$ cat config.mk
export PLATFORM = sky130hd
export DESIGN_NAME = three_wire_lcd_frame_serializer_top
export DESIGN_NICKNAME = d
export VERILOG_FILES = /design/src/rtl/core/tlfs_pkg.sv /design/src/rtl/core/tlfs_cfg.sv /design/src/rtl/core/tlfs_shifter.sv /design/src/rtl/core/three_wire_lcd_frame_serializer_top.sv
export SDC_FILE = /design/constraint.sdc
export NUM_CORES = 1
export LEC_CHECK = 0
export BUFFER_PORTS_ARGS = -buffer_cell sky130_fd_sc_hd__buf_2
export CORE_AREA = 2 2 87 89
export CTS_CLUSTER_DIAMETER = 100
export DETAILED_ROUTE_END_ITERATION = 8
export DIE_AREA = 0 0 89 91
export SETUP_SLACK_MARGIN = 0.1
export SYNTH_ARGS = -nofsm -noshare
export SYNTH_HDL_FRONTEND = slang
export SYNTH_SLANG_ARGS = --single-unit
$ cat constraint.sdc
create_clock -name clk -period 4.67 [get_ports clk]
set_input_delay 0.467 -clock clk [delete_from_list [all_inputs] [get_ports clk]]
set_output_delay 0.467 -clock clk [all_outputs]
set_load 0.005 [all_outputs]
$ cat src/rtl/core/tlfs_pkg.sv
package tlfs_pkg;

  localparam int PrefixBits    = 3;
  localparam int AddrBits      = 6;
  localparam int CmdBits       = 8;
  localparam int PayloadWidth  = 16;
  localparam int DataBitsWidth = 5;
  localparam int MaxDataBits   = 16;

  // Command frame: prefix, command byte, one padding bit.
  localparam int CmdFrameBits  = PrefixBits + CmdBits + 1;
  // Header of a data frame: prefix and RAM address.
  localparam int DataHdrBits   = PrefixBits + AddrBits;
  localparam int HdrCntWidth   = $clog2(CmdFrameBits + 1);

  localparam int InDataWidth   = 32;
  localparam int OutDataWidth  = 8;
  localparam int CfgAddrWidth  = 3;
  localparam int CfgDataWidth  = 32;

  localparam logic [PrefixBits-1:0] CmdPrefixReset  = 3'd4;
  localparam logic [PrefixBits-1:0] DataPrefixReset = 3'd5;

  // Register select bit of paddr (byte offset bits are ignored).
  localparam logic RegCmdPrefix  = 1'b0;
  localparam logic RegDataPrefix = 1'b1;

  // Frame kind as carried on s_tuser.
  localparam logic KindCommand = 1'b0;
  localparam logic KindData    = 1'b1;

  typedef struct packed {
    logic [PrefixBits-1:0] command_prefix;
    logic [PrefixBits-1:0] data_prefix;
  } cfg_t;

endpackage

$ cat src/rtl/core/tlfs_cfg.sv
module tlfs_cfg (
  input  logic                                clk,
  input  logic                                rst,
  input  logic                                psel,
  input  logic                                penable,
  input  logic                                pwrite,
  input  logic [tlfs_pkg::CfgAddrWidth-1:0]   paddr,
  input  logic [tlfs_pkg::CfgDataWidth-1:0]   pwdata,
  output logic [tlfs_pkg::CfgDataWidth-1:0]   prdata,
  output logic                                pready,
  output tlfs_pkg::cfg_t                      cfg
);
  import tlfs_pkg::*;

  logic wr_en;

  assign pready = 1'b1;
  assign wr_en  = psel && penable && pwrite && pready;

  always_ff @(posedge clk) begin
    if (rst) begin
      cfg.command_prefix <= CmdPrefixReset;
      cfg.data_prefix    <= DataPrefixReset;
    end else if (wr_en) begin
      if (paddr[2] == RegCmdPrefix) begin
        cfg.command_prefix <= pwdata[PrefixBits-1:0];
      end else begin
        cfg.data_prefix <= pwdata[PrefixBits-1:0];
      end
    end
  end

  always_comb begin
    prdata = '0;
    if (paddr[2] == RegCmdPrefix) begin
      prdata[PrefixBits-1:0] = cfg.command_prefix;
    end else begin
      prdata[PrefixBits-1:0] = cfg.data_prefix;
    end
  end

endmodule

$ cat src/rtl/core/tlfs_shifter.sv
module tlfs_shifter #(
  parameter int MAX_DATA_BITS = tlfs_pkg::MaxDataBits
) (
  input  logic                                 clk,
  input  logic                                 rst,
  input  tlfs_pkg::cfg_t                       cfg,
  input  logic                                 in_valid,
  output logic                                 in_ready,
  input  logic                                 in_kind,
  input  logic [tlfs_pkg::AddrBits-1:0]        in_ram_address,
  input  logic [tlfs_pkg::PayloadWidth-1:0]    in_payload,
  input  logic [tlfs_pkg::DataBitsWidth-1:0]   in_data_bits,
  output logic                                 out_valid,
  input  logic                                 out_ready,
  output logic                                 out_bit,
  output logic                                 out_last
);
  import tlfs_pkg::*;

  localparam int PW = $clog2(MAX_DATA_BITS + 1);

  logic                     busy;
  logic [CmdFrameBits-1:0]  hdr;
  logic [HdrCntWidth-1:0]   hleft;
  logic [PW-1:0]            pleft;
  logic [PayloadWidth-1:0]  pay;

  logic                     accept;
  logic                     step;
  logic                     step_bit;
  logic                     step_last;
  logic                     pbit;
  logic [PW-1:0]            pidx;
  logic [31:0]              pidx_wide;
  logic [5:0]               nbits;

  assign in_ready = !busy;
  assign accept   = in_valid && in_ready;
  // A bit moves into the output register whenever that register is free or drains.
  assign step     = busy && (!out_valid || out_ready);

  // Clamp the data length to 1..MAX_DATA_BITS.
  always_comb begin
    nbits = {1'b0, in_data_bits};
    if (nbits == 6'd0) begin
      nbits = 6'd1;
    end
    if (nbits > 6'(MAX_DATA_BITS)) begin
      nbits = 6'(MAX_DATA_BITS);
    end
  end

  // Payload bits above the field width go out as zero.
  always_comb begin
    pidx      = pleft - PW'(1);
    pidx_wide = 32'(pidx);
    if (pidx_wide < 32'(PayloadWidth)) begin
      pbit = pay[pidx_wide[3:0]];
    end else begin
      pbit = 1'b0;
    end
  end

  always_comb begin
    if (hleft != '0) begin
      step_bit  = hdr[CmdFrameBits-1];
      step_last = (hleft == HdrCntWidth'(1)) && (pleft == '0);
    end else begin
      step_bit  = pbit;
      step_last = (pleft == PW'(1));
    end
  end

  always_ff @(posedge clk) begin
    if (rst) begin
      busy      <= 1'b0;
      hleft     <= '0;
      pleft     <= '0;
      out_valid <= 1'b0;
    end else begin
      if (accept) begin
        busy <= 1'b1;
        if (in_kind == KindCommand) begin
          hleft <= HdrCntWidth'(CmdFrameBits);
          pleft <= '0;
        end else begin
          hleft <= HdrCntWidth'(DataHdrBits);
          pleft <= PW'(nbits);
        end
      end else if (step) begin
        if (hleft != '0) begin
          hleft <= hleft - HdrCntWidth'(1);
        end else begin
          pleft <= pleft - PW'(1);
        end
        if (step_last) begin
          busy <= 1'b0;
        end
      end

      if (step) begin
        out_valid <= 1'b1;
      end else if (out_ready) begin
        out_valid <= 1'b0;
      end
    end
  end

  always_ff @(posedge clk) begin
    if (accept) begin
      pay <= in_payload;
      if (in_kind == KindCommand) begin
        hdr <= {cfg.command_prefix, in_payload[CmdBits-1:0], 1'b1};
      end else begin
        hdr <= {cfg.data_prefix, in_ram_address, 3'b000};
      end
    end else if (step && (hleft != '0)) begin
      hdr <= {hdr[CmdFrameBits-2:0], 1'b0};
    end
    if (step) begin
      out_bit  <= step_bit;
      out_last <= step_last;
    end
  end

  a_idle_counts_empty: assert property (@(posedge clk) disable iff (rst)
    !busy |-> (hleft == '0) && (pleft == '0))
    else $error("idle serializer has bits left to send");

  a_accept_loads_header: assert property (@(posedge clk) disable iff (rst)
    accept |=> busy && ((hleft == HdrCntWidth'(CmdFrameBits)) ||
                        (hleft == HdrCntWidth'(DataHdrBits))))
    else $error("accepted frame did not load a header length");

  a_last_ends_frame: assert property (@(posedge clk) disable iff (rst)
    (step && step_last) |=> !busy && out_valid && out_last)
    else $error("final bit did not close the frame");

  a_payload_bound: assert property (@(posedge clk) disable iff (rst)
    32'(pleft) <= 32'(MAX_DATA_BITS))
    else $error("payload bit count above its maximum");

endmodule

$ cat src/rtl/core/three_wire_lcd_frame_serializer_top.sv
// Channel   Direction  Signals                       Contents
// s_*       in         s_tvalid/s_tready/s_tdata     one frame request per transfer
// m_*       out        m_tvalid/m_tready/m_tdata     one serial bit per transfer
// apb       in         psel/penable/pwrite/paddr     prefix registers
//
// Within a frame the shifter sends one bit per cycle unless m_tready stalls it.
// After the request transfer it registers the first bit of the frame onto m_tdata.
// A new request is taken once the last bit of the previous frame sits in the output
// register. Reset is synchronous and restores the prefix registers. A stall on m_tready
// holds the shifter; nothing is dropped.
module three_wire_lcd_frame_serializer_top #(
  parameter int MAX_DATA_BITS = tlfs_pkg::MaxDataBits
) (
  input  logic                                clk,
  input  logic                                rst,
  input  logic                                s_tvalid,
  output logic                                s_tready,
  // [5:0] ram_address, [21:6] payload, [26:22] data_bits, rest zero
  input  logic [tlfs_pkg::InDataWidth-1:0]    s_tdata,
  // [0] frame kind, 0 command and 1 data
  input  logic                                s_tuser,
  output logic                                m_tvalid,
  input  logic                                m_tready,
  // [0] serial_bit, rest zero
  output logic [tlfs_pkg::OutDataWidth-1:0]   m_tdata,
  // frame_last
  output logic                                m_tlast,
  input  logic                                psel,
  input  logic                                penable,
  input  logic                                pwrite,
  input  logic [tlfs_pkg::CfgAddrWidth-1:0]   paddr,
  input  logic [tlfs_pkg::CfgDataWidth-1:0]   pwdata,
  output logic [tlfs_pkg::CfgDataWidth-1:0]   prdata,
  output logic                                pready
);
  import tlfs_pkg::*;

  cfg_t cfg;
  logic serial_bit;

  tlfs_cfg u_cfg (
    .clk     (clk),
    .rst     (rst),
    .psel    (psel),
    .penable (penable),
    .pwrite  (pwrite),
    .paddr   (paddr),
    .pwdata  (pwdata),
    .prdata  (prdata),
    .pready  (pready),
    .cfg     (cfg)
  );

  tlfs_shifter #(
    .MAX_DATA_BITS (MAX_DATA_BITS)
  ) u_shifter (
    .clk            (clk),
    .rst            (rst),
    .cfg            (cfg),
    .in_valid       (s_tvalid),
    .in_ready       (s_tready),
    .in_kind        (s_tuser),
    .in_ram_address (s_tdata[5:0]),
    .in_payload     (s_tdata[21:6]),
    .in_data_bits   (s_tdata[26:22]),
    .out_valid      (m_tvalid),
    .out_ready      (m_tready),
    .out_bit        (serial_bit),
    .out_last       (m_tlast)
  );

  assign m_tdata = {{(OutDataWidth-1){1'b0}}, serial_bit};

endmodule

==> impl_metrics.tcl <==
set metrics [dict create \
    status "finished clean" \
    avgSynthCellArea_um2 11.11 \
    cts_max_path_buffers 2 \
    arrival_ns 2.33 \
    ys_seq_elements 47 \
    pin_count 119 \
    dp.cells 355 \
    die_w_um 89 \
    ctsResizeCount 0 \
    fmax_ghz 0.4263 \
    synthCells 222 \
    final-hold-violation-count 0 \
    tightest_slew_ns 1.147 \
    drive_gt1_share_pct 21.59 \
    grtUsageTotal_pct 10.79 \
    crit_buf_inv 2 \
    peakVddDrop_mv 0.1540 \
    period_minus_slack_ns 2.346 \
    fin_hold_ws_ns 0.3523 \
    slew_viol_final 0 \
    start_util_pct 34.57 \
    root_buffer "clkbuf_8" \
    gp_congestion 0.7419 \
    hold_depth 1 \
    post-dp-hpwl_um 3077 \
    drt-initial-drc-count 106 \
    clk_latency_ns 0.29 \
    synth-edff-count 30 \
    fin_util_pct 37.90 \
    die_y_um 91 \
    ys_async_sr_fraction_pct 0 \
    holdCritPathClass "in2reg" \
    rr_startpoint "u_shifter.busy$_SDFFE_PP0P_" \
    cellPowerDensity_nw_per_um2 333.1 \
    route.detailed.drc 0 \
    grt_max_degree 37 \
    cpMaxStageDelayCell "inv_1" \
    p_total_mw 0.9010 \
    yosysSeqAreaShare_pct 50.30 \
    reg2reg_depth 4 \
    die_area_um2 8099 \
    vias 1597 \
    p_leak_nw 1.132 \
    coreArea_um2 7137 \
    hp-start "s_tdata[15]" \
    nFillCells 730 \
    fin_setup_tns_ns 0 \
    wl_per_cell_um 11.61 \
    post_cts_buffers 0 \
    port_buffers 45 \
    ant_nets 0 \
    vias_per_cell 4.399 \
    final_nets 342 \
    rows 31 \
    seq_area_um2 1241 \
    cp_top_family "buffers and inverters" \
    cp_max_fo 36 \
    grt_first_pass_wirelength_um 6906 \
    crit_cells 4 \
    overflow 0 \
    firstDrtPassIters 4 \
    ctsHoldBuffers 0 \
    cp_data_required_time_ns 4.65 \
    maxCapViolCount 0 \
    skew_ns 0.007583 \
    numCtsBuffers 5 \
    h-tree-depth 2 \
    crit_path_max_incr_delay_ns 0.98 \
    synthDistinctLibCells 39 \
    yosysWarnings 0 \
    worstSetupPathType "reg2reg" \
    finalCritPeriodShare_pct 50.24 \
    path_clk_slew_ns 0.09 \
    setup_viol 0 \
    antenna_found_initial 0 \
    worstPathCellList "inv_2 -> nand2_1 -> inv_1 -> a21oi_1" \
    multi_input_area_um2 1003 \
    instances_no_fill 363 \
    routed_wl_um 4216 \
    rsz0062_at_grt "no" \
    end_kind "flop" \
    ys.flop_type "edfxtp_1" \
    syn2layout_area_growth_pct 9.635 \
    syn_area_um2 2467 \
    grt_pass1_vias 1461 \
    slew_headroom_pct 23.46 \
    cts_tree "yes" \
    antennaDiodeCount 0 \
    start_kind "flop" \
    crit_start "u_shifter.busy$_SDFFE_PP0P_" \
    clkSinkCount 47 \
]
==> worst register-to-register path, stage by stage (launching register included) <==
cell and delay [ns]:
dfxtp_1 0.40, inv_2 0.11, nand2_1 0.33, inv_1 0.99
a21oi_1 0.21
==> final cells by class <==
cell class / instances / area share (%)
Tap cell: 99 / 4.579
Multi-Input combinational cell: 156 / 37.10
Inverter: 8 / 1.110
Clock buffer: 7 / 2.821
Sequential cell: 47 / 45.88
Timing Repair Buffer: 45 / 8.326
Clock inverter: 1 / 0.1850
==> metal layers <==
layer	share of wire, %	track usage, %	vias up	routed length, um
li1	-	-	791	-
met5	0	0	-	0
met1	48	15.36	733	2034
met2	44	16.85	67	1873
met3	6.2	2.364	6	263
met4	1.0	2.239	0	44
==> power by group <==
part / switching [mW] / internal, mW
combinational: 0.0870 / 0.0727
clock: 0.130 / 0.105
sequential: 0.0190 / 0.487
==> stage by stage <==
step | cell area (um^2) | setup slack, ns
floorplan | 2599 | 2.721
global placement | 2624 | 2.275
detailed placement | 2624 | 2.248
CTS | 2705 | 2.297
global route | 2705 | 2.118
finish | 2705 | 2.324
==> placed cells by master, fill, tap and decap left out <==
cell / n
clkbuf_8: 5
mux4_1: 4
inv_1: 7
nand3_1: 3
mux2i_1: 11
and2_1: 1
inv_2: 1
xnor2_1: 8
nor3_2: 1
nor2_1: 21
dfxtp_1: 17
mux2_2: 3
o21ai_0: 3
nand2b_1: 3
a21oi_1: 19
nor4_1: 1
a22oi_1: 2
xor2_1: 2
buf_2: 45
nor3b_1: 3
or3b_1: 1
clkinv_2: 1
or4_1: 1
nand2_1: 10
nor3_1: 3
a211o_1: 3
a211oi_1: 1
edfxtp_1: 30
mux4_2: 1
clkbuf_1: 2
a21o_1: 1
o211ai_1: 1
nand4b_1: 1
ha_1: 4
nand4_1: 5
and3_1: 1
and3b_1: 1
conb_1: 37
==> cells in the mapped netlist (4+ instances only) <==
library cell	count	share of area (%)
clkbuf_1	5	0.76
buf_4	38	12
inv_1	7	1.1
mux2i_1	11	4.5
a21oi_1	19	3.9
nor2_1	21	3.2
ha_1	4	2.0
mux4_1	4	4.3
edfxtp_1	30	37
nand2_1	10	1.5
xnor2_1	8	2.8
nand4_1	5	1.3
dfxtp_1	17	14
==> kinds of logic (layout without fill, tap and decap cells) <==
kind of cell / after synthesis / after routing / synth area share [%]
xor gates and xnor gates: 10 / 10 / 3.550
muxes: 19 / 19 / 11.00
and+or+nand+nor: 56 / 56 / 11.41
AOI/OAI and AO/OA: 30 / 30 / 7.049
buffers and inverters: 54 / 61 / 14.35
other: 2 / 37 / 0.3044
adders and majority gates: 4 / 4 / 2.028
DFF: 47 / 47 / 50.30
==> sequential cells by signal, summed over array words and instances, names as in the netlist <==
signal,flops
u_shifter.busy,1
u_cfg.cfg,6
u_shifter.pay,16
u_shifter.out_last,1
u_shifter.out_valid,1
u_shifter.pleft,5
u_shifter.out_bit,1
u_shifter.hdr,12
u_shifter.hleft,4
==> final timing paths <==
check                          endpoint  slack (ns)
max          u_shifter.hdr[8]$_DFFE_PP_        2.32
min          u_shifter.pay[9]$_DFFE_PP_        0.35
max reg2reg  u_shifter.hdr[8]$_DFFE_PP_        2.32
min reg2reg   u_cfg.cfg[2]$_SDFFE_PP1P_        0.49
(Power assumes the default switching activity.)
